**config.mk**
```make
export PLATFORM = sky130hd
export DESIGN_NAME = pmca_cell
export DESIGN_NICKNAME = d
export VERILOG_FILES = /design/src/sv/pmca_pkg.sv /design/src/sv/pmca_cell.sv
export SDC_FILE = /design/constraint.sdc
export NUM_CORES = 1
export LEC_CHECK = 0
export ABC_AREA = 1
export BUFFER_PORTS_ARGS = -buffer_cell sky130_fd_sc_hd__buf_2
export CAP_MARGIN = 25
export CORE_UTILIZATION = 52
export DETAILED_ROUTE_END_ITERATION = 10
export PLACE_DENSITY = 0.75
export SLEW_MARGIN = 20
export SYNTH_ARGS = -nofsm -noshare
export SYNTH_HDL_FRONTEND = slang
export SYNTH_SLANG_ARGS = --single-unit
```
**constraint.sdc**
```tcl
create_clock -name clk -period 4.5 [get_ports clk]
set_clock_uncertainty 0.05 [all_clocks]
set_input_delay 0.225 -clock clk [delete_from_list [all_inputs] [get_ports clk]]
set_output_delay 0.225 -clock clk [all_outputs]
set_load 0.02 [all_outputs]
```
**src/sv/pmca_pkg.sv**
```systemverilog
// Shared types, codes and helpers of the prefix match capacity allocator.
// Used by pmca_cell and prefix_match_capacity_allocator; no dependencies.
`timescale 1ns / 1ps

package pmca_pkg;

    // table size and derived widths
    localparam int ENTRIES = 64;
    localparam int IDX_W   = (ENTRIES > 1) ? $clog2(ENTRIES) : 1;
    // compare width: holds the 6-bit slot field, any index and ENTRIES itself
    localparam int CMP_W   = ((IDX_W > 6) ? IDX_W : 6) + 1;

    localparam int ADDR_W  = 32;
    localparam int PLEN_W  = 6;
    localparam int CAP_W   = 16;
    localparam logic [PLEN_W-1:0] PLEN_MAX = 6'd32;

    // request modes
    localparam logic [1:0] MODE_LOAD    = 2'd0;
    localparam logic [1:0] MODE_REQUEST = 2'd1;
    localparam logic [1:0] MODE_RELEASE = 2'd2;

    // result status codes
    localparam logic [1:0] ST_DONE        = 2'd0;
    localparam logic [1:0] ST_NONE_FREE   = 2'd1;
    localparam logic [1:0] ST_BAD_RELEASE = 2'd2;

    // operation broadcast to the cells
    typedef enum logic [1:0] {
        OP_NONE,
        OP_LOAD,
        OP_RELEASE,
        OP_INC
    } op_t;

    typedef struct packed {
        logic [1:0]        mode;
        logic [ADDR_W-1:0] address;
        logic [ADDR_W-1:0] network_base;
        logic [PLEN_W-1:0] prefix_len;
        logic [CAP_W-1:0]  capacity;
        logic [5:0]        entry_index;
    } in_t;

    typedef struct packed {
        logic [1:0] status;
        logic [5:0] granted_index;
    } out_t;

    // command from the controller to every cell
    typedef struct packed {
        op_t               op;
        logic [IDX_W-1:0]  idx;
        logic [ADDR_W-1:0] net;
        logic [PLEN_W-1:0] plen;
        logic [CAP_W-1:0]  cap;
    } cmd_t;

    // search token that walks down the chain
    typedef struct packed {
        logic              valid;
        logic              found;
        logic [IDX_W-1:0]  best_idx;
        logic [PLEN_W-1:0] best_len;
    } tok_t;

    // network mask for a prefix length of 0..32
    function automatic logic [ADDR_W-1:0] prefix_mask(input logic [PLEN_W-1:0] plen);
        prefix_mask = ~({ADDR_W{1'b1}} >> plen);
    endfunction

endpackage

```
**src/sv/pmca_cell.sv**
```systemverilog
// One table slot: holds network, prefix, capacity and in-use count, and
// passes the search token on to the next slot. Depends on pmca_pkg.
`timescale 1ns / 1ps

module pmca_cell
(
    input  logic                          clk,
    input  logic                          rst_n,
    input  logic [pmca_pkg::IDX_W-1:0]    cell_index,
    input  pmca_pkg::cmd_t                cmd,
    input  logic [pmca_pkg::ADDR_W-1:0]   addr,
    input  pmca_pkg::tok_t                tok_in,
    output pmca_pkg::tok_t                tok_out,
    output logic                          rel_ok
);

    logic                          valid_reg;
    logic [pmca_pkg::ADDR_W-1:0]   net_reg;
    logic [pmca_pkg::PLEN_W-1:0]   plen_reg;
    logic [pmca_pkg::CAP_W-1:0]    cap_reg;
    logic [pmca_pkg::CAP_W-1:0]    used_reg;
    pmca_pkg::tok_t                tok_reg;
    pmca_pkg::tok_t                tok_next;

    logic sel;
    logic hit;
    logic take;

    // slot addressed by the current command
    assign sel = (cmd.op != pmca_pkg::OP_NONE) && (cmd.idx == cell_index);

    // release succeeds only on a valid slot with users
    assign rel_ok = sel && (cmd.op == pmca_pkg::OP_RELEASE) && valid_reg
                    && (used_reg != '0);

    // slot covers the address and has room
    assign hit = valid_reg && (used_reg < cap_reg)
                 && ((addr & pmca_pkg::prefix_mask(plen_reg)) == net_reg);

    // earlier slots win ties, so only a strictly shorter prefix replaces
    assign take = tok_in.valid && hit && (!tok_in.found || (plen_reg < tok_in.best_len));

    always_comb
    begin
        tok_next = tok_in;
        if (take)
        begin
            tok_next.found    = 1'b1;
            tok_next.best_idx = cell_index;
            tok_next.best_len = plen_reg;
        end
    end

    // slot contents and count
    always_ff @(posedge clk or negedge rst_n)
    begin
        if (!rst_n)
        begin
            valid_reg <= 1'b0;
            used_reg  <= '0;
        end
        else if (sel)
        begin
            unique case (cmd.op)
                pmca_pkg::OP_LOAD:
                begin
                    valid_reg <= 1'b1;
                    used_reg  <= '0;
                end
                pmca_pkg::OP_RELEASE:
                begin
                    if (rel_ok)
                    begin
                        used_reg <= used_reg - pmca_pkg::CAP_W'(1);
                    end
                end
                pmca_pkg::OP_INC:
                begin
                    used_reg <= used_reg + pmca_pkg::CAP_W'(1);
                end
                default:
                begin
                end
            endcase
        end
    end

    // payload of a load
    always_ff @(posedge clk)
    begin
        if (sel && (cmd.op == pmca_pkg::OP_LOAD))
        begin
            net_reg  <= cmd.net;
            plen_reg <= cmd.plen;
            cap_reg  <= cmd.cap;
        end
    end

    // token stage toward the next slot
    always_ff @(posedge clk or negedge rst_n)
    begin
        if (!rst_n)
        begin
            tok_reg <= '0;
        end
        else
        begin
            tok_reg <= tok_next;
        end
    end

    assign tok_out = tok_reg;

endmodule
```
; Word-level counts from Yosys, hierarchy flattened
; Index checks and enable logic that the tools add are counted.
[word_totals]
reg_bits = 85
inputBits = 116
output_inout_bits = 15
elab_cells = 41
[op_classes]
addsub = 2
magnitude_cmp = 2
n_eq_ne = 6
shift = 1
muxes = 3
bitwise_logic = 2
n_reduce_logical = 16
[op_table]
columns = cell, count
row1 = case mux 16 bit (3 select lines), 1
row2 = bitwise AND 32 bit, 1
row3 = == test 32 bit, 1
row4 = NOT 32 bit, 1
row5 = "right shift 32 x 6 -> 32 bit, first input constant", 1
row6 = "adder 16 x 1 -> 16 bit, second input constant", 1
row7 = less-than comparator 16 bit, 1
row8 = 2-to-1 mux 16 bit, 1
row9 = nonzero test 16 bit, 1
row10 = "subtractor 16 x 1 -> 16 bit, second input constant", 1
row11 = 2-to-1 mux 13 bit, 1
row12 = logical AND 1 bit, 9
row13 = == test 6 bit, 1
row14 = less-than comparator 6 bit, 1
row15 = "== test 2 bit, second input constant", 2
row16 = AND reduction 3 bit, 1
row17 = nonzero test 3 bit, 1
row18 = "== test 2 x 1 -> 1 bit, second input constant", 1
row19 = "!= test 2 bit, second input constant", 1
row20 = AND reduction 2 bit, 1
row21 = nonzero test 2 bit, 1
row22 = zero test 1 bit, 1
row23 = logical OR 1 bit, 1

; Depth between registers and ports, before layout
; Gate-level depths: netlist of the first run.
[logic_depth]
word_depth = 8
depth_mapped = 17

; Worst setup path after synthesis of the first run
; OpenSTA, ideal clock, no wires.
[synth_path]
path_type = input -> register
startpoint = input cell_index[1] (netlist bit)
endpoint = register cap_reg[0] (netlist bit), enable pin
arrival_ns = 3.086
t_required_ns = 3.984
setup_slack_ns = 0.898
stages = 6
n_path_buf = 0
path_cell_list = xor2_1 nor3b_1 nand3_1 nor2_1 nand2_1 nor2_1
[synth_between]
elab_chain_cells = 3
[synth_rtl]
columns = element, line_no
row1 = start: declaration, pmca_cell.sv:9  ; input logic [pmca_pkg::IDX_W-1:0] cell_index,
row2 = == test 6 bit, pmca_cell.sv:30  ; assign sel = (cmd.op != pmca_pkg::OP_NONE) && (cmd.idx == cell_index);
row3 = logical AND 1 bit, pmca_cell.sv:30
row4 = logical AND 1 bit, pmca_cell.sv:91  ; if (sel && (cmd.op == pmca_pkg::OP_LOAD))
row5 = end signal: assignment, pmca_cell.sv:95  ; cap_reg <= cmd.cap;
row6 = end: declaration, pmca_cell.sv:20  ; logic [pmca_pkg::CAP_W-1:0] cap_reg;
; Every way passes these cells.
; A chain may end at the register's enable or synchronous reset.

==> key figures, run 1 <==
GRT
  – Global route overflow: 0
  – Initial antenna violation count: 0
  – Number of global-route vias before repair: 4932
  – Largest net degree at the start of global routing: 32
  – First-pass GRT wire length: 22200 um
  – GRT Util Overall: 27.3%

Timing
  – Fmax: 0.349 GHz
  – RSZ-0062 raised after global routing: false
  – Setup Viol. Count Final: 0
  – Tcrit/Tclk final: 63.6%
  – Crit path time final: 2.86 ns
  – Sum of negative setup slack: 0 ns
  – Final number of hold-violating endpoints: 0
  – Worst-margin pin slew: 0.850 ns
  – Slew Limit Fails: 0
  – Slew headroom: 43.2%

Finish
  – Final Util: 69.0%
  – Area Growth Syn to Fin: 27.8%
  – Post-route cell area: 6780 um2
  – Layout Cells excl Fill: 973
  – Fraction of layout instances using a drive strength above 1: 18.8%
  – Max reg flops: 32
  – Final net count: 986
  – Area of the multi-input gates: 2470 um2
  – Fillers: 825
  – Diodes inserted: 0
  – Sequential cell area: 2400 um2

Worst setup path
  – Critical Path RT: 4.69 ns
  – Nature of the critical path endpoint: flop
  – WS Path Type: flop to flop
  – Worst-path fanout max: 16
  – Slowest CP cell: nor2_2
  – CP Buf/Inv Count: 1
  – Most frequent CP cell: nand2_1
  – Crit-path cells: nor2_2 > nand2_1 > nand2_1 > or2_2 > nand3_1 > inv_1 > nand2_1 > nor2_1 > nand2_1 > nor2_1 > nand4_2 > nand2_1 > nand2_1
  – CP max stage delay: 0.58 ns
  – Worst setup SP type: flop
  – Delay-heaviest family, CP: simple AND/OR/NAND/NOR gates
  – CP arrival: 3.06 ns

Power and ir drop
  – Peak VDD IR: 0.217 mV
  – Leakage power: 3.44 nW
  – Sequential Power Share: 40.0%
  – Net switching power: 0.834 mW
  – Combinational power share: 34.3%
  – Overall Power: 2.40 mW
  – Internal: 1.57 mW
  – Pwr Density: 354 nW/um2
  – Switching share of power: 34.7%
  – Clk pwr share: 25.7%

Yosys
  – Sequential area share after synthesis: 45.2%
  – Synth area leader: edfxtp_1
  – Post-synth top area share: 30.6%
  – Avg Cell Area, Syn: 8.09 um2
  – Unique cell type count in the Yosys netlist: 37
  – Mapped Nets: 807
  – Synth Cell Area: 5310 um2
  – Ys Warns: 0
  – Yosys reg bits: 85
  – Post-Syn Instances: 656
  – Synth top area cells: edfxtp_1 (31%), dfrtp_1 (15%), nand2_1 (13%)

Place
  – DP HPWL: 10000 um
  – Buffers on Ports: 130
  – Final RePlAce weighted congestion: 0.927
  – Area post-placement: 6040 um2
  – Placed cell count: 906

CTS
  – Worst-path clk slew: 0.09 ns
  – Max H-tree Level: 3
  – Post-CTS Setup Inserts: 0
  – Root Driver: clkbuf_8
  – Cts bufs inserted: 9
  – CTS tree: yes
  – Clock latency on the worst-skew pair: 0.36 ns
  – CTS Buffer Depth: 2
  – CTS Sinks: 85

Die
  – Die width: 103 um
  – Die area: 10600 um2
  – Die Y: 103 um
  – # IOs: 131
  – Standard-cell rows: 36
  – Initial Util: 54.0%
  – Core area: 9820 um2

Drt
  – Wire length per cell: 14.2 um
  – Initial DRT Pass Iterations: 5
  – ANT nets after route: 0
  – Drt total wl: 13800 um
  – DR vias: 5129
  – DR vias/cell: 5.27
  – First DRT Iteration DRCs: 394
  – Residual DRC: 0

Outcome
  – Status: finished, final reports clean

Run
  – Max Cap Viol: 0

Min path
  – HP Class: input pin to flop
==> through the flow <==
| step | hold slack, ns | worst slack [ns] |
|---|---|---|
| after floorplan | -0.121 | 0.898 |
| after global placement | 0.262 | 1.75 |
| after detailed placement | 0.277 | 1.67 |
| after CTS | 0.00243 | 1.67 |
| after global routing | 0.00392 | 1.33 |
| final | 0.0110 | 1.64 |
==> cell type report <==
type | count | share of cell area, %
multi-input cells | 465 | 36.5
flip-flops and latches | 85 | 35.4
repair buffers | 182 | 17.2
inverters | 92 | 5.09
clock buffers | 13 | 2.66
well taps | 133 | 2.45
clock inverters | 3 | 0.701
==> repair_timing <==
action / CTS / global route
endpoints found under the hold margin: 79 / 2
hold buffers: 49 / 2
gates resized for setup: 0 / 0
==> final timing paths <==
| kind | slack (ns) | from | endpoint | cells after the start |
|---|---|---|---|---|
| setup / recovery | 1.64 | plen_reg[4] | tok_out[8] | 13 |
| hold / removal | 0.01 | cmd[11] | cap_reg[11] | 1 |
| setup reg to reg | 1.64 | plen_reg[4] | tok_out[8] | 13 |
| hold reg to reg | 0.49 | valid_reg | valid_reg | 2 |
| max in group asynchronous | 3.51 | rst_n | tok_out[8] | 2 |
| min in group asynchronous | 0.40 | rst_n | tok_out[11] | 2 |
==> cells in the final DEF (no fill, tap or decap), types with 6 or more instances in the layout <==
| master | n |
|---|---|
| a21oi_1 | 25 |
| buf_2 | 130 |
| clkbuf_8 | 11 |
| dfrtp_1 | 31 |
| dlygate4sd3_1 | 51 |
| edfxtp_1 | 54 |
| ha_1 | 34 |
| inv_1 | 91 |
| nand2_1 | 187 |
| nand3_1 | 57 |
| nand3b_1 | 7 |
| nand4_1 | 25 |
| nor2_1 | 54 |
| o21ai_0 | 27 |
| xnor2_1 | 6 |
| xor2_1 | 6 |
==> worst register-to-register path, delay by kind of cell (launching register included) <==
kind	cells	cell delay, ns
simple gates	12	2.08
buf+inv	1	0.08
flops	1	0.55
==> cell usage after synthesis <==
master	n
xor2_1	6
nand3_2	3
nand4_1	25
edfxtp_1	54
fa_1	1
nand4_2	1
o21ai_0	27
nand2_4	1
inv_1	91
o21a_1	1
a21o_2	1
o21bai_1	1
a211oi_1	2
a21oi_1	25
xnor2_1	6
nor4_1	3
nor2_1	55
o21ai_1	1
o31ai_1	1
nand3_1	57
dfrtp_1	31
a21o_1	3
nand3b_1	7
or2_2	1
nand2_2	1
buf_2	5
nor3_1	4
a21boi_0	1
o211ai_1	1
ha_1	34
nor3b_1	3
inv_2	1
nor2_2	2
o22ai_1	4
clkbuf_1	4
nand2_1	187
buf_6	5
==> power by group through the flow <==
stage                     logic [mW]  clock network (mW)  registers [mW]
after floorplan                0.560                   0           0.961
after global placement         0.736                   0           0.974
after detailed placement       0.770                   0           0.975
after CTS                      0.813               0.621           0.959
after global routing           0.934               0.649           0.969
final                          0.824               0.617           0.961
==> logic make-up after synthesis <==
group	count (synthesis)	synth area share (%)
flip-flops	85	45.2
AND/OR/NAND/NOR	350	29.1
XOR/XNOR	12	1.98
AO/OA/AOI/OAI	68	7.05
buffers and inverters	106	8.32
adder cells (fa/ha/maj)	35	8.39
==> metal layers <==
layer / track usage [%] / wire length [um] / up-vias / share of wire [%]
met5: 0 / 0 / - / 0
met4: 11.8 / 416 / 0 / 3.0
met3: 4.07 / 945 / 40 / 6.8
met2: 47.9 / 6680 / 226 / 48
met1: 33.5 / 5810 / 2330 / 42
li1: - / - / 2533 / -
No activity file was read; power rests on OpenSTA's default activity.
==> run 2, diff against run 1 <==
==> constraint.sdc (replaced) <==
create_clock -name clk -period 2.97 [get_ports clk]
set_clock_uncertainty 0.05 [all_clocks]
set_input_delay 0.1485 -clock clk [delete_from_list [all_inputs] [get_ports clk]]
set_output_delay 0.1485 -clock clk [all_outputs]
set_load 0.02 [all_outputs]
==> key figures, run 2 (synthesis gave the netlist of run 1 again) <==
Drt
  – Residual DRC: 0 (unchanged)
  – Drt total wl: 14600 um (+5.1%)
  – DR vias: 5150 (+0.41%)
  – Wire length per cell: 14.5 um (+1.9%)
  – ANT nets after route: 0 (unchanged)
  – DR vias/cell: 5.13 (-2.7%)
  – Initial DRT Pass Iterations: 7 (+2)
  – First DRT Iteration DRCs: 270 (-31%)

Timing
  – Sum of negative setup slack: 0 ns (unchanged)
  – Fmax: 0.389 GHz (+11%)
  – Crit path time final: 2.57 ns (-0.290 ns)
  – Slew headroom: 51.2% (+8.0 points)
  – RSZ-0062 raised after global routing: false
  – Worst-margin pin slew: 0.732 ns (-0.119 ns)
  – Tcrit/Tclk final: 86.6% (+23 points)
  – Setup Viol. Count Final: 0 (unchanged)
  – Slew Limit Fails: 0 (unchanged)
  – Final number of hold-violating endpoints: 0 (unchanged)

Worst setup path
  – Slowest CP cell: edfxtp_1
  – Worst r2r path cells: 14 (+1)
  – WS Path Type: flop to flop
  – Reg-to-reg endpoint: tok_out[3]
  – Crit-path cells: buf_4 > inv_2 > nand2_4 > nor2_1 > nand2_1 > nand3_1 > nand2_1 > nor2_1 > nand3_1 > nor2_1 > nand2_1 > nor2_2 > nand4_1 > nand2_1
  – Delay-heaviest family, CP: simple AND/OR/NAND/NOR gates
  – Cell depth of the worst setup path: 14 (+1)
  – Critical Path RT: 3.23 ns (-1.46 ns)
  – CP Buf/Inv Count: 2 (+1)
  – Flop-to-flop setup slack: 0.40 ns (-1.24 ns)
  – CP arrival: 2.83 ns (-0.23 ns)
  – Most frequent CP cell: nand2_1
  – Worst setup SP type: flop
  – CP max stage delay: 0.43 ns (-0.15 ns)
  – Reg2Reg Launch Point: plen_reg[5]
  – Nature of the critical path endpoint: flop
  – Worst-path fanout max: 16 (unchanged)

Power and ir drop
  – Overall Power: 3.43 mW (+43%)
  – Leakage power: 3.54 nW (+2.8%)
  – Pwr Density: 490 nW/um2 (+38%)
  – Peak VDD IR: 0.550 mV (+150%)

Finish
  – Fraction of layout instances using a drive strength above 1: 18.5% (-0.30 points)
  – Most frequent cells in the layout: nand2_1 (187), buf_2 (130), inv_1 (91)
  – Commonest non-fill, non-tap cell in the layout: nand2_1
  – Max reg flops: 32 (unchanged)
  – Area Growth Syn to Fin: 32.0%
  – Area of the multi-input gates: 2480 um2 (+0.20%)
  – Fillers: 804 (-2.5%)
  – Sequential cell area: 2400 um2 (unchanged)
  – Final net count: 1017 (+3.1%)

Die
  – Standard-cell rows: 36 (unchanged)
  – Initial Util: 54.0% (unchanged)
  – Die Y: 103 um (unchanged)
  – Die area: 10600 um2 (unchanged)
  – Core area: 9820 um2 (unchanged)
  – # IOs: 131 (unchanged)
  – Die width: 103 um (unchanged)

CTS
  – Root Driver: clkbuf_8
  – CTS Buffer Depth: 2 (unchanged)
  – Worst-path clk slew: 0.09 ns (about the same)
  – Post-CTS Setup Inserts: 0 (unchanged)
  – CTS tree: yes
  – Cts bufs inserted: 9 (unchanged)
  – Max H-tree Level: 3 (unchanged)
  – Clock latency on the worst-skew pair: 0.38 ns (+0.02 ns)
  – CTS Sinks: 85 (unchanged)

Min path
  – Hold EP: valid_reg
  – HP Class: input pin to flop
  – Hold Path Depth: 3 (+2)
  – Hold wc startpoint: cmd[60]

GRT
  – GRT Util Overall: 29.0% (+1.6 points)
  – Initial antenna violation count: 1 (+1)
  – Number of global-route vias before repair: 5136 (+4.1%)
  – Largest net degree at the start of global routing: 32 (unchanged)
  – Global route overflow: 0 (unchanged)
  – First-pass GRT wire length: 22900 um (+3.1%)

Place
  – Final RePlAce weighted congestion: 0.927 (about the same)
  – Buffers on Ports: 130 (unchanged)
  – DP HPWL: 10400 um (+4.4%)

Run
  – Max Cap Viol: 0 (unchanged)

Outcome
  – Status: finished, final reports clean
run 2: repair_timing:
| action | in CTS | in global routing |
|---|---|---|
| gates resized for setup | 0 | 1 |
| hold buffers | 75 | 0 |
| endpoints found under the setup margin | 0 | 5 |
| hold endpoints to repair | 99 | 0 |
run 2: metal layers:
metal / global-route usage (%) / up-vias / part of all wire [%]
met1: 32.8 / 2354 / 41
met4: 12.2 / 0 / 2.2
met2: 50.9 / 167 / 49
met3: 8.54 / 27 / 7.0
met5: 0 / - / 0
li1: - / 2602 / -
run 2: through the flow:
stage	std cells	cell area [um2]	hold WS (ns)	setup slack (ns)	util [%]
2_1_floorplan	656	5310	-0.197	0.344	-
3_3_place_gp	913	6090	0.192	0.498	62.1
3_5_place_dp	913	6090	0.197	0.336	62.1
4_1_cts	1003	6990	0.105	0.305	71.2
5_1_grt	1004	7000	0.142	0.109	71.3
6_report	1004	7000	0.123	0.397	71.3
run 2: worst max path at each step:
| stage | start | end | slack, ns |
|---|---|---|---|
| 2_1_floorplan | cell_index[1] | cap_reg[0] | 0.34 |
| 3_3_place_gp | plen_reg[5] | tok_out[10] | 0.50 |
| 3_5_place_dp | plen_reg[5] | tok_out[3] | 0.34 |
| 4_1_cts | plen_reg[5] | tok_out[3] | 0.31 |
| 5_1_grt | plen_reg[5] | tok_out[1] | 0.11 |
| 6_report | plen_reg[5] | tok_out[3] | 0.40 |
run 2: worst min-delay path, delay by kind of cell:
kind / cells / cell delay [ns]
simple gates: 1 / 0.14
compound gates: 1 / 0.09
buf+inv: 1 / 0.13
run 2: cell type report:
cell class | count | area share, %
Tap cell | 133 | 2.38
Sequential cell | 85 | 34.2
Antenna cell | 1 | 0.0357
Multi-Input combinational cell | 465 | 35.4
Clock buffer | 12 | 1.93
Inverter | 92 | 4.93
Clock inverter | 3 | 0.197
Timing Repair Buffer | 213 | 20.9
run 2: report_power, final:
part	leakage (nW)	switching (mW)	internal, mW
clock	0.0776	0.401	0.295
combinational	2.60	0.709	0.569
sequential	0.864	0.108	1.35
total	3.54	1.22	2.21
==> run 3, diff against run 2 <==
--- a/config.mk
+++ b/config.mk
@@ -11,7 +11,8 @@
 export CORE_UTILIZATION = 52
 export DETAILED_ROUTE_END_ITERATION = 10
 export PLACE_DENSITY = 0.75
-export SLEW_MARGIN = 20
+export RECOVER_POWER = 100
+export SLEW_MARGIN = 10
 export SYNTH_ARGS = -nofsm -noshare
 export SYNTH_HDL_FRONTEND = slang
 export SYNTH_SLANG_ARGS = --single-unit
==> key figures, run 3 (synthesis gave the netlist of run 1 again) <==
Finish
  – Sequential cell area: 2400 um2 (unchanged)
  – Final net count: 1017 (unchanged)
  – Most frequent cells in the layout: nand2_1 (187), buf_2 (106), inv_1 (91)
  – Area Growth Syn to Fin: 31.2%
  – Fraction of layout instances using a drive strength above 1: 15.7% (-2.8 points)
  – Layout Cells excl Fill: 1004 (unchanged)
  – Commonest non-fill, non-tap cell in the layout: nand2_1
  – Area of the multi-input gates: 2480 um2 (unchanged)
  – Max reg flops: 32 (unchanged)
  – Fillers: 820 (+2.0%)

Drt
  – Initial DRT Pass Iterations: 5 (-2)
  – DR vias: 5202 (+1.0%)
  – First DRT Iteration DRCs: 258 (-4.4%)
  – DR vias/cell: 5.18 (+1.0%)
  – ANT nets after route: 0 (unchanged)
  – Residual DRC: 0 (unchanged)
  – Drt total wl: 14600 um (about the same)
  – Wire length per cell: 14.5 um (about the same)

Worst setup path
  – Worst-path fanout max: 16 (unchanged)
  – CP arrival: 2.86 ns (+0.03 ns)
  – Worst setup SP type: flop
  – Nature of the critical path endpoint: flop
  – WS Path Type: flop to flop
  – Critical Path RT: 3.23 ns (about the same)

Timing
  – Crit path time final: 2.61 ns (+0.0335 ns)
  – Fmax: 0.384 GHz (-1.3%)
  – Slew headroom: -18.4% (-70 points)
  – Tcrit/Tclk final: 87.8% (+1.1 points)
  – Sum of negative setup slack: 0 ns (unchanged)
  – Final number of hold-violating endpoints: 0 (unchanged)
  – Worst-margin pin slew: 1.78 ns (+1.04 ns)
  – RSZ-0062 raised after global routing: false
  – Slew Limit Fails: 32 (+32)
  – Final worst slack: 0.363 ns (-0.0335 ns)
  – Setup Viol. Count Final: 0 (unchanged)

GRT
  – Global route overflow: 0 (unchanged)
  – Number of global-route vias before repair: 5136 (unchanged)
  – GRT Util Overall: 29.0% (unchanged)
  – First-pass GRT wire length: 22900 um (unchanged)
  – Largest net degree at the start of global routing: 32 (unchanged)
  – Initial antenna violation count: 1 (unchanged)

CTS
  – CTS tree: yes
  – Clock latency on the worst-skew pair: 0.38 ns (about the same)
  – Worst-path clk slew: 0.09 ns (about the same)
  – CTS Buffer Depth: 2 (unchanged)
  – CTS Sinks: 85 (unchanged)
  – Max H-tree Level: 3 (unchanged)
  – Root Driver: clkbuf_8
  – Cts bufs inserted: 9 (unchanged)
  – Post-CTS Setup Inserts: 0 (unchanged)

Min path
  – HP Class: input pin to flop

Power and ir drop
  – Leakage power: 3.47 nW (-2.0%)
  – Peak VDD IR: 0.546 mV (-0.79%)
  – Pwr Density: 492 nW/um2 (+0.30%)

Die
  – Initial Util: 54.0% (unchanged)
  – Die Y: 103 um (unchanged)
  – Die width: 103 um (unchanged)
  – Standard-cell rows: 36 (unchanged)
  – # IOs: 131 (unchanged)
  – Core area: 9820 um2 (unchanged)
  – Die area: 10600 um2 (unchanged)

Run
  – Max Cap Viol: 1 (+1)

Place
  – Placed cell count: 913 (unchanged)
  – Setup WS pre-CTS: 0.336 ns (unchanged)
  – Final RePlAce weighted congestion: 0.927 (unchanged)
  – Buffers on Ports: 130 (unchanged)
  – DP HPWL: 10400 um (unchanged)

Outcome
  – Status: finished with violations
  – Failing checks: capacitance limit, slew limit
==> run 3: cell types whose count changed in the layout (fill, tap and decap cells not counted), sizes merged <==
cell	before	now
buf	138	111
clkbuf	12	39
==> run 3: worst paths after layout <==
path / from / end / slack (ns) / cells past startpoint
max: plen_reg[5] / tok_out[3] / 0.36 / 14
min: cmd[60] / valid_reg / 0.12 / 3
max reg2reg: plen_reg[5] / tok_out[3] / 0.36 / 14
min reg2reg: valid_reg / valid_reg / 0.46 / 2
max in group asynchronous: rst_n / used_reg[3] / 1.11 / 2
min in group asynchronous: rst_n / tok_out[6] / 0.73 / 2
==> run 3: area by class of cell <==
| type | count | area share (%) |
|---|---|---|
| multi-input combinational | 465 | 35.6 |
| sequential | 85 | 34.4 |
| timing repair buffer | 213 | 20.4 |
| inverter | 92 | 4.96 |
| tap | 133 | 2.39 |
| clock buffer | 12 | 1.94 |
| clock inverter | 3 | 0.198 |
| antenna | 1 | 0.0359 |
==> run 3: repair_timing <==
action,CTS,global route
hold endpoints to repair,99,0
hold buffers,75,0
resized for setup,0,1
endpoints found under the setup margin,0,5
==> run 3: report_power, final <==
group          switching [mW]  internal, mW
Combinational           0.706         0.564
Clock                   0.400         0.295
Sequential              0.108          1.35
Total                    1.22          2.21
==> run 3: stage by stage <==
step                      total power [mW]  cell area, um2  utilization [%]  hold slack [ns]
after floorplan                       2.30            5310                -           -0.197
after global placement                2.60            6090             62.1            0.192
final                                 3.43            6960             70.9            0.124
after detailed placement              2.66            6090             62.1            0.197
after CTS                             3.43            6990             71.2            0.105
after global routing                  3.68            6960             70.9            0.142
==> run 3: routing by layer <==
layer / vias to the layer above / wire length, um / GRT usage [%]
li1: 2608 / - / -
met1: 2357 / 5930 / 32.8
met2: 207 / 7120 / 50.9
met3: 30 / 1150 / 8.54
met4: 0 / 372 / 12.2
met5: - / 0 / 0
==> run 3: worst max-delay path, cell delays in order (launching register included) <==
cell      delay, ns
edfxtp_1       0.43
clkbuf_2       0.20
inv_2          0.23
nand2_4        0.17
nor2_1         0.12
nand2_1        0.09
nand3_1        0.07
nand2_1        0.06
nor2_1         0.16
nand3_1        0.13
nor2_1         0.12
nand2_1        0.07
nor2_2         0.37
nand4_1        0.17
nand2_1        0.10
